### src/hw/rtl/falru_pkg.sv
// ----------------------------------------------------------------------------
// falru_pkg
// Shared constants and types for the fully associative LRU tag store.
// ----------------------------------------------------------------------------
package falru_pkg;

  localparam int MaxEntries = 16;
  localparam int AddrW      = 32;
  localparam int CntW       = 32;
  localparam int CfgW       = 5;
  localparam int FillW      = $clog2(MaxEntries + 1);
  localparam int CapW       = (FillW > CfgW) ? FillW : CfgW;

  localparam logic [CfgW-1:0] CfgReset = CfgW'(16);

  typedef struct packed {
    logic             hit;
    logic             evict;
    logic [AddrW-1:0] victim;
  } falru_lookup_t;

endpackage

### src/hw/rtl/falru_tag_store.sv
// ----------------------------------------------------------------------------
// falru_tag_store
// Tag registers kept in recency order, least recent at position zero, with
// parallel compare and a registered reorder on every processed word.
// ----------------------------------------------------------------------------
module falru_tag_store
  import falru_pkg::*;
(
  input  logic                clk_i,
  input  logic                rst_ni,
  input  logic                upd_i,
  input  logic [AddrW-1:0]    addr_i,
  input  logic [CfgW-1:0]     cfg_i,
  output falru_lookup_t       lookup_o
);

  logic [AddrW-1:0] tag_q [MaxEntries];
  logic [AddrW-1:0] tag_d [MaxEntries];
  logic [FillW-1:0] filled_q, filled_d;

  logic [MaxEntries-1:0] match;
  logic [FillW-1:0]      pos;
  logic [CapW-1:0]       cap;
  logic                  room;
  logic                  shifting;
  logic [FillW-1:0]      shift_from;
  logic [FillW-1:0]      last;

  always_comb begin
    if (cfg_i == '0) begin
      cap = CapW'(1);
    end else if (CapW'(cfg_i) > CapW'(MaxEntries)) begin
      cap = CapW'(MaxEntries);
    end else begin
      cap = CapW'(cfg_i);
    end
  end

  always_comb begin
    pos = '0;
    for (int i = 0; i < MaxEntries; i++) begin
      match[i] = (FillW'(i) < filled_q) && (tag_q[i] == addr_i);
      if (match[i]) begin
        pos = pos | FillW'(i);
      end
    end
  end

  assign room           = !(|match) && (CapW'(filled_q) < cap);
  assign shifting       = !room;
  assign shift_from     = (|match) ? pos : '0;
  assign last           = room ? filled_q : filled_q - FillW'(1);

  assign lookup_o.hit    = |match;
  assign lookup_o.evict  = !(|match) && !room;
  assign lookup_o.victim = lookup_o.evict ? tag_q[0] : '0;

  always_comb begin
    for (int i = 0; i < MaxEntries; i++) begin
      tag_d[i] = tag_q[i];
      if (FillW'(i) == last) begin
        tag_d[i] = addr_i;
      end else if (shifting && FillW'(i) >= shift_from && FillW'(i) < last &&
                   i < MaxEntries - 1) begin
        tag_d[i] = tag_q[(i + 1) % MaxEntries];
      end
    end
    filled_d = room ? filled_q + FillW'(1) : filled_q;
  end

  always_ff @(posedge clk_i) begin
    if (upd_i) begin
      for (int i = 0; i < MaxEntries; i++) begin
        tag_q[i] <= tag_d[i];
      end
    end
  end

  always_ff @(posedge clk_i or negedge rst_ni) begin
    if (!rst_ni) begin
      filled_q <= '0;
    end else if (upd_i) begin
      filled_q <= filled_d;
    end
  end

  a_hit_no_evict: assert property (@(posedge clk_i) disable iff (!rst_ni)
    upd_i && lookup_o.hit |-> !lookup_o.evict)
    else $error("hit and eviction flagged together");

  a_fill_bound: assert property (@(posedge clk_i) disable iff (!rst_ni)
    filled_q <= FillW'(MaxEntries))
    else $error("fill level above entry count");

  a_fill_grows: assert property (@(posedge clk_i) disable iff (!rst_ni)
    upd_i && !lookup_o.hit && !lookup_o.evict |=> filled_q == $past(filled_q) + FillW'(1))
    else $error("miss with room did not add an entry");

  a_evict_nonempty: assert property (@(posedge clk_i) disable iff (!rst_ni)
    upd_i && lookup_o.evict |-> filled_q != '0)
    else $error("eviction from an empty store");

endmodule

### src/hw/rtl/falru_stats.sv
// ----------------------------------------------------------------------------
// falru_stats
// Saturating hit, miss and eviction counters.
// ----------------------------------------------------------------------------
module falru_stats
  import falru_pkg::*;
(
  input  logic            clk_i,
  input  logic            rst_ni,
  input  logic            upd_i,
  input  falru_lookup_t   lookup_i,
  output logic [CntW-1:0] hits_o,
  output logic [CntW-1:0] misses_o,
  output logic [CntW-1:0] evictions_o
);

  logic [CntW-1:0] hits_q, hits_d;
  logic [CntW-1:0] misses_q, misses_d;
  logic [CntW-1:0] evict_q, evict_d;

  always_comb begin
    hits_d   = hits_q;
    misses_d = misses_q;
    evict_d  = evict_q;
    if (lookup_i.hit) begin
      if (hits_q != '1) begin
        hits_d = hits_q + CntW'(1);
      end
    end else if (misses_q != '1) begin
      misses_d = misses_q + CntW'(1);
    end
    if (lookup_i.evict && evict_q != '1) begin
      evict_d = evict_q + CntW'(1);
    end
  end

  always_ff @(posedge clk_i or negedge rst_ni) begin
    if (!rst_ni) begin
      hits_q   <= '0;
      misses_q <= '0;
      evict_q  <= '0;
    end else if (upd_i) begin
      hits_q   <= hits_d;
      misses_q <= misses_d;
      evict_q  <= evict_d;
    end
  end

  assign hits_o      = hits_q;
  assign misses_o    = misses_q;
  assign evictions_o = evict_q;

  a_evict_le_miss: assert property (@(posedge clk_i) disable iff (!rst_ni)
    upd_i && lookup_i.evict |-> !lookup_i.hit)
    else $error("eviction counted on a hit");

  a_one_count: assert property (@(posedge clk_i) disable iff (!rst_ni)
    upd_i && misses_q != '1 && hits_q != '1 |=>
      (hits_q - $past(hits_q)) + (misses_q - $past(misses_q)) == CntW'(1))
    else $error("processed word did not bump exactly one of hit and miss");

  a_idle_hold: assert property (@(posedge clk_i) disable iff (!rst_ni)
    !upd_i |=> $stable(hits_q) && $stable(misses_q) && $stable(evict_q))
    else $error("counter moved without a processed word");

endmodule

### src/hw/rtl/fully_associative_lru_cache_top.sv
// ----------------------------------------------------------------------------
// fully_associative_lru_cache_top
// Fully associative tag store with least-recently-used replacement.
// ----------------------------------------------------------------------------
// Each word on the input channel (in_valid_i / in_ready_o) carries one
// address. Each word on the output channel (out_valid_o / out_ready_i)
// reports hit, eviction and the evicted address, plus saturating totals.
// A word is registered on acceptance, compared against all held tags and
// reordered once the result register is free, and its result is registered.
// One word per cycle is sustained while results are taken, as the parallel
// tag compare and recency shift are combinational. When the receiver stalls,
// the result register holds, the input register fills, and in_ready_o drops
// until the result is taken. Capacity is written through cfg_we_i /
// cfg_wdata_i by the user only while idle; the block does not enforce it.
// Reset empties the store, clears the totals and sets capacity to 16.
// ----------------------------------------------------------------------------
module fully_associative_lru_cache_top
  import falru_pkg::*;
(
  input  logic             clk_i,
  input  logic             rst_ni,
  input  logic             cfg_we_i,
  input  logic [CfgW-1:0]  cfg_wdata_i,
  input  logic             in_valid_i,
  output logic             in_ready_o,
  input  logic [AddrW-1:0] access_address_i,
  output logic             out_valid_o,
  input  logic             out_ready_i,
  output logic             was_hit_o,
  output logic             did_evict_o,
  output logic [AddrW-1:0] evicted_address_o,
  output logic [CntW-1:0]  hits_total_o,
  output logic [CntW-1:0]  misses_total_o,
  output logic [CntW-1:0]  evictions_total_o
);

  logic [CfgW-1:0]  cap_q;
  logic             in_valid_q;
  logic [AddrW-1:0] addr_q;
  logic             out_valid_q;
  logic             hit_q;
  logic             evict_q;
  logic [AddrW-1:0] victim_q;
  logic             out_free;
  logic             proc;
  falru_lookup_t    lookup;

  assign out_free   = !out_valid_q || out_ready_i;
  assign proc       = in_valid_q && out_free;
  assign in_ready_o = !in_valid_q || out_free;

  always_ff @(posedge clk_i or negedge rst_ni) begin
    if (!rst_ni) begin
      cap_q <= CfgReset;
    end else if (cfg_we_i) begin
      cap_q <= cfg_wdata_i;
    end
  end

  always_ff @(posedge clk_i or negedge rst_ni) begin
    if (!rst_ni) begin
      in_valid_q  <= 1'b0;
      out_valid_q <= 1'b0;
    end else begin
      if (in_ready_o) begin
        in_valid_q <= in_valid_i;
      end
      if (out_free) begin
        out_valid_q <= in_valid_q;
      end
    end
  end

  always_ff @(posedge clk_i) begin
    if (in_valid_i && in_ready_o) begin
      addr_q <= access_address_i;
    end
    if (proc) begin
      hit_q    <= lookup.hit;
      evict_q  <= lookup.evict;
      victim_q <= lookup.victim;
    end
  end

  falru_tag_store u_tags (
    .clk_i    (clk_i),
    .rst_ni   (rst_ni),
    .upd_i    (proc),
    .addr_i   (addr_q),
    .cfg_i    (cap_q),
    .lookup_o (lookup)
  );

  falru_stats u_stats (
    .clk_i       (clk_i),
    .rst_ni      (rst_ni),
    .upd_i       (proc),
    .lookup_i    (lookup),
    .hits_o      (hits_total_o),
    .misses_o    (misses_total_o),
    .evictions_o (evictions_total_o)
  );

  assign out_valid_o       = out_valid_q;
  assign was_hit_o         = hit_q;
  assign did_evict_o       = evict_q;
  assign evicted_address_o = victim_q;

  a_no_drop: assert property (@(posedge clk_i) disable iff (!rst_ni)
    out_valid_q && !out_ready_i |=>
      out_valid_q && $stable(hit_q) && $stable(evict_q) && $stable(victim_q))
    else $error("stalled result overwritten");

  a_proc_loads: assert property (@(posedge clk_i) disable iff (!rst_ni)
    proc |=> out_valid_q)
    else $error("processed word produced no result");

  a_stall_backs_up: assert property (@(posedge clk_i) disable iff (!rst_ni)
    in_valid_q && out_valid_q && !out_ready_i |-> !in_ready_o)
    else $error("input taken while both stages are full and stalled");

endmodule
### config.mk
export PLATFORM = sky130hd
export DESIGN_NAME = fully_associative_lru_cache_top
export DESIGN_NICKNAME = d
export VERILOG_FILES = /design/src/hw/rtl/falru_pkg.sv /design/src/hw/rtl/falru_tag_store.sv /design/src/hw/rtl/falru_stats.sv /design/src/hw/rtl/fully_associative_lru_cache_top.sv
export SDC_FILE = /design/constraint.sdc
export NUM_CORES = 1
export LEC_CHECK = 0
export BUFFER_PORTS_ARGS = -buffer_cell sky130_fd_sc_hd__buf_2
export CAP_MARGIN = 20
export CORE_MARGIN = 8
export CORE_UTILIZATION = 31
export CTS_CLUSTER_SIZE = 40
export DETAILED_ROUTE_END_ITERATION = 10
export SETUP_SLACK_MARGIN = 0.02
export SLEW_MARGIN = 20
export SYNTH_ARGS = -nofsm -noshare
export SYNTH_HDL_FRONTEND = slang
export SYNTH_SLANG_ARGS = --single-unit
export TNS_END_PERCENT = 30
### constraint.sdc
create_clock -name clk_i -period 6.3 [get_ports clk_i]
set_clock_uncertainty 0.1 [all_clocks]
set_input_delay 0.63 -clock clk_i [delete_from_list [all_inputs] [get_ports clk_i]]
set_output_delay 0.63 -clock clk_i [all_outputs]
set_load 0.02 [all_outputs]
After elaboration in Yosys (flattened, before gate mapping)

Memories as Yosys holds them, arrays and structs flattened.
Cells that the tools add are included.
W data, S select, Z words.

Register bits: 174
Bits in writable memories: 512
Memories kept: 1

Memory list:

| memory       | words | width | read ports | clocked after memory_dff | wr ports | RTL line              | RTL |
|---|---|---|---|---|---|---|---|
| u_tags.tag_q | 16    | 32    | 16         | 0                        | 16       | falru_tag_store.sv:17 | `logic [AddrW-1:0] tag_q [MaxEntries];` |

Add/subtract/negate cells: 5
$lt $le $gt $ge: 48
Equality and inequality tests: 34
Mux-type cells: 52
Bitwise logic cells: 1
Reductions and logical operators: 64

Operators by type and width:

| cell                    | number |
|---|---|
| $mux W32                | 31 |
| $eq A32 B32 Y1          | 16 |
| $add A32 B1 Y32 const B | 3 |
| $ne A32 B32 Y1 const B  | 3 |
| $lt A4 B5 Y1 const A    | 15 |
| $logic_and A1 B1 Y1     | 51 |
| $eq A4 B5 Y1 const A    | 8 |
| $lt A3 B5 Y1 const A    | 8 |
| $ge A4 B5 Y1 const A    | 7 |
| $mux W4                 | 8 |
| $eq A3 B5 Y1 const A    | 4 |
| $ge A3 B5 Y1 const A    | 4 |
| $lt A1 B5 Y1 const A    | 4 |
| $lt A2 B5 Y1 const A    | 4 |
| $mux W5                 | 4 |
| $reduce_or A16 Y1       | 1 |
| $mux W3                 | 4 |
| $eq A2 B5 Y1 const A    | 2 |
| $ge A1 B5 Y1 const A    | 2 |
| $ge A2 B5 Y1 const A    | 2 |
| $logic_not A5 Y1        | 2 |
| $reduce_and A3 Y1       | 2 |
| $add A5 B1 Y5 const B   | 1 |
| $eq A1 B5 Y1 const A    | 1 |
| 9 further kinds         | 17 |

Longest topological paths before layout

An unclocked memory read counts as a cell.

Depth after elaboration: 24
Depth in mapped cells: 16
Depth with buffers taken out: 11

Modules after synthesis

A second synthesis with hierarchy kept.

Cell total of the unflattened synthesis: 2878
Area total of the unflattened synthesis: 37858.8 um2

By module, submodules not included:

| module                          | instances | cells an instance | area each (um2) |
|---|---|---|---|
| falru_tag_store                 | 1         | 2344              | 30868.4 |
| falru_stats                     | 1         | 450               | 4737.0 |
| fully_associative_lru_cache_top | 1         | 84                | 2253.4 |

Worst setup path before layout

No wires, ideal clock.

Path type: flip-flop to flip-flop
Start point: reg addr_q[9] (netlist name)
End point: mem u_tags.tag_q[5][0] (netlist: u_tags.tag_q[2][32]), enable pin
Library setup time: 474 ps
Data arrival time: 5285 ps
Data required time: 5726 ps
Slack: 441 ps
Cell stages (with the launch flop): 14
Clock period less this slack: 5859 ps
Path through: edfxtp_1 buf_4 xor2_1 nor4_1 nand4_1 or4_1 and4_1 and4_4 nand2_2 buf_6 a22o_1 o21ai_1 buf_2 a221oi_1

RTL lines:

| item             | RTL line |
|---|---|
| end: declaration | falru_tag_store.sv:17 |

==> summary by stage <==
STA
The number of max-slew violations in the final report is 0. The final-layout setup total negative slack is 0 ns. The worst path in the final design needs a cycle of 5.45 ns, including I/O delays and setup. Headroom to the max-slew limit came out at 0.254. The number of failing hold endpoints at the final stage is 0. Setup repair after global routing left no endpoint under its margin. The post-route clock period utilization is 0.865. Setup violations remaining at the end of the flow were counted as 0. For the pin with the worst max-slew slack, the measured transition is 1.12 ns. Based on the critical path, the design can be clocked at up to 183 MHz.

The post-layout worst setup margin is 0.848 ns.

Clock tree
In this run the post-CTS setup repair buffer count came out at 0. TritonCTS built the clock tree. Buffers inserted to repair hold after CTS numbered 1. The CTS root buffer is sky130_fd_sc_hd__clkbuf_16. The number of levels the H-tree was split into is 3. No sink is reached through more buffers than the 3 on the longest clock path. The number of buffers created by CTS is 78. The clock slew at the register clock pins of the worst setup and hold paths is 0.06 ns. The clock net sink count is 686. The number of instances resized during post-cts repair is 0. Clock latency on the worst-skew pair, taken at its later pin, is 0.64 ns.

Drt
The total routed wirelength is 117000 um. The routed wire length per instance is 25.1 um. The first detailed-routing pass took 5 iterations. The via density per instance is 5.18. The routed layout has 24197 vias. The number of violations reported at the end of detailed-routing iteration 0 is 2272. Once detail routing completed, the nets flagged for antenna violations numbered 0. The DRC violation count after routing is 0.

Global route
The initial antenna violation count was 5. Entering global routing, the biggest net connects 71 pins. Summed over all layers, the global routing overflow is 0. For this run, the total global-route usage over all layers was measured as 0.173. The global-route wire length before repair is 171000 um. The via count of the first global-routing pass came to 24261.

Floorplan
During I/O placement, the number of pins put on the boundary was 174. The x dimension of the die is 363 um. The core outline area is 119000 sq um.

The die covers 131000 sq um. The floorplan has 127 rows. From bottom edge to top edge, the die measures 363 um.

For this configuration, the core starts out at a cell density of 0.312.

Worst setup path
The type of the setup path with the least slack is flip-flop to flip-flop. The kind of cell adding the most delay to the critical path is simple AND/OR/NAND/NOR gates. The kind of end point of the critical path is a flip-flop.

Of all nets on the critical path, the largest fanout is 20. For the worst setup path, the data required time is 6.59 ns. The delay of the slowest cell on the worst path is 1.09 ns. The number of buffers and inverters on the critical path is 3. The startpoint type of the worst setup path is a flip-flop. Data on the critical path arrives at its endpoint at 5.74 ns.

On the critical path, the stage with the largest delay is an instance of sky130_fd_sc_hd__edfxtp_1. The signal on the critical path passes through buf_4 > xor2_1 > nor4_1 > nand4b_1 > nor4_1 > buf_4 > nor4_1 > nand4b_2 > nor2_2 > nor3b_4 > o21ai_4 > buf_4 > mux2_2.

Yosys
The most instantiated flip-flop cell in the synthesis netlist is sky130_fd_sc_hd__edfxtp_1. The number of synthesis warnings is 0. In this run, distinct cell masters in the synthesized netlist total 80. The synthesized area divided by synthesized cell count is 13.2 sq um.

The instance count of the mapped netlist is 2819. The mapped netlist covers 37200 sq um. In this run, synthesis produced a sequential element count of 686. The number of nets handed over by synthesis was 2871.

The share of the Yosys chip area taken by registers is 0.539. The number of enable-type register cells in the synthesized netlist is 578. The fraction of registers with async set/reset is 0.157.

Placed design
The HPWL after detailed placement is 86800 um. The global placement routability congestion is 0.942. The pre-CTS worst setup slack is 0.937 ns.

Including well taps, the total number of placed cells is 4519. After detailed placement, the total cell area comes to 40100 sq um. The quantity of I/O buffers inserted on ports is 173.

Layout
The final-stage net count is 3041. Once layout is complete, the utilization of the core stands at 0.357. In the layout the commonest cells are sky130_fd_sc_hd__edfxtp_1, sky130_fd_sc_hd__mux2_2, sky130_fd_sc_hd__xor2_1. The ratio of cells with drive above 1 in the final layout is 0.283. With fillers left out, the area of the finished cells amounts to 42700 sq um.

The library cell used most frequently in the layout, excluding fill and tap cells, is sky130_fd_sc_hd__edfxtp_1. The non-filler instance count after layout is 4667. The layout overhead on the synthesized area is 14.7%.

Run
Across the run, the number of max-cap violations was 0.

Power and ir drop
The static leakage power is 15.1 nW. For this design the ratio of total power to cell area is 427 nW/um^2. VDD sags by at most 0.000214 V.

Worst hold path
In this run the worst hold path is classified as primary input to flip-flop.

Run status
The run finished with clean final reports.
==> area by class of cell <==
type | count | area [sq um]
Antenna cell | 4 | 10.0
Clock buffer | 106 | 2140
Clock inverter | 36 | 439
Fill cell | 11603 | 76800
Inverter | 22 | 82.6
Multi-Input combinational cell | 1904 | 15900
Sequential cell | 686 | 20100
Tap cell | 1612 | 2020
Timing Repair Buffer | 297 | 2050
==> report_power, final <==
| group | internal (W) | switching [W] | leakage [nW] |
|---|---|---|---|
| registers | 0.00671 | 0.000995 | 6.76 |
| clock network | 0.00269 | 0.00193 | 1.25 |
| logic | 0.00242 | 0.00347 | 7.04 |
| total | 0.0118 | 0.00640 | 15.1 |
==> registers in the layout, indices dropped and copies added, names as in the netlist <==
signal               cells
u_stats.hits_o          32
was_hit_o                1
cap_q                    5
out_valid_o              1
u_stats.evictions_o     32
u_stats.misses_o        32
evicted_address_o       32
u_tags.filled_q          5
addr_q                  32
did_evict_o              1
in_valid_q               1
u_tags.tag_q           512
==> metal layers <==
layer  up-vias  part of all wire  track usage
met4         2             0.037       0.0655
met2      1007              0.46        0.275
li1      10816                 -            -
met5         -           0.00011            0
met1     12180              0.44        0.233
met3       192             0.072       0.0332
==> worst paths after layout <==
check / from / endpoint / slack [ns] / depth (start not counted)
min in group asynchronous: rst_ni / u_stats.misses_o[16] / 0.41 / 2
max reg2reg: addr_q[31] / u_tags.tag_q[4][45] / 0.85 / 13
min reg2reg: u_stats.misses_o[30] / u_stats.misses_o[30] / 0.38 / 1
min: access_address_i[27] / addr_q[27] / 0.06 / 1
max: addr_q[31] / u_tags.tag_q[4][45] / 0.85 / 13
max in group asynchronous: rst_ni / u_stats.evictions_o[4] / 4.44 / 3
==> synthesized netlist by cell type (9+ instances only) <==
| library cell | instances | area [sq um] |
|---|---|---|
| sky130_fd_sc_hd__xor2_1 | 357 | 3130 |
| sky130_fd_sc_hd__or3_1 | 13 | 81.3 |
| sky130_fd_sc_hd__nand2_1 | 85 | 319 |
| sky130_fd_sc_hd__nand3_1 | 66 | 330 |
| sky130_fd_sc_hd__o21ai_0 | 12 | 60.1 |
| sky130_fd_sc_hd__and2_1 | 9 | 56.3 |
| sky130_fd_sc_hd__edfxtp_1 | 578 | 17400 |
| sky130_fd_sc_hd__ha_1 | 10 | 125 |
| sky130_fd_sc_hd__and3_1 | 56 | 350 |
| sky130_fd_sc_hd__buf_4 | 37 | 278 |
| sky130_fd_sc_hd__xnor2_1 | 255 | 2230 |
| sky130_fd_sc_hd__and4_1 | 14 | 123 |
| sky130_fd_sc_hd__nor3_1 | 65 | 325 |
| sky130_fd_sc_hd__or4_1 | 13 | 97.6 |
| sky130_fd_sc_hd__inv_1 | 22 | 82.6 |
| sky130_fd_sc_hd__nand2b_1 | 10 | 62.6 |
| sky130_fd_sc_hd__dfrtp_1 | 107 | 2680 |
| sky130_fd_sc_hd__mux2_2 | 404 | 4550 |
| sky130_fd_sc_hd__buf_6 | 42 | 473 |
| sky130_fd_sc_hd__nor2_1 | 67 | 251 |
| sky130_fd_sc_hd__buf_2 | 73 | 365 |
| sky130_fd_sc_hd__a21oi_1 | 19 | 95.1 |
| sky130_fd_sc_hd__nand4_1 | 110 | 688 |
| sky130_fd_sc_hd__clkbuf_1 | 53 | 199 |
| sky130_fd_sc_hd__nand4b_1 | 13 | 114 |
| sky130_fd_sc_hd__mux2_1 | 82 | 923 |
| sky130_fd_sc_hd__nor4_1 | 146 | 913 |
==> cells by family after synthesis <==
kind of cell,after synthesis,synth area share
compound gates,80,0.0161
fa+ha+maj,10,0.00336
buf+inv,229,0.0377
flops,686,0.539
xor+xnor,612,0.144
simple gates,712,0.111
mux,490,0.149
==> worst reg2reg max path, cell delays in order, from the launching register on <==
cell and delay, ns:
sky130_fd_sc_hd__edfxtp_1 1.09, sky130_fd_sc_hd__buf_4 0.26, sky130_fd_sc_hd__xor2_1 0.22, sky130_fd_sc_hd__nor4_1 0.10, sky130_fd_sc_hd__nand4b_1 0.14, sky130_fd_sc_hd__nor4_1 0.09
sky130_fd_sc_hd__buf_4 0.17, sky130_fd_sc_hd__nor4_1 0.70, sky130_fd_sc_hd__nand4b_2 0.36, sky130_fd_sc_hd__nor2_2 0.40, sky130_fd_sc_hd__nor3b_4 0.13, sky130_fd_sc_hd__o21ai_4 0.70
sky130_fd_sc_hd__buf_4 0.38, sky130_fd_sc_hd__mux2_2 0.37
==> metrics by stage <==
step / power, W / hold slack, ns
finish: 0.0182 / 0.0643
global route: 0.0190 / 0.0297
CTS: 0.0183 / 0.0147
detailed placement: 0.0136 / 0.377
global placement: 0.0136 / 0.371
floorplan: 0.0115 / 0.234
Power figures use the tool's default switching activity.
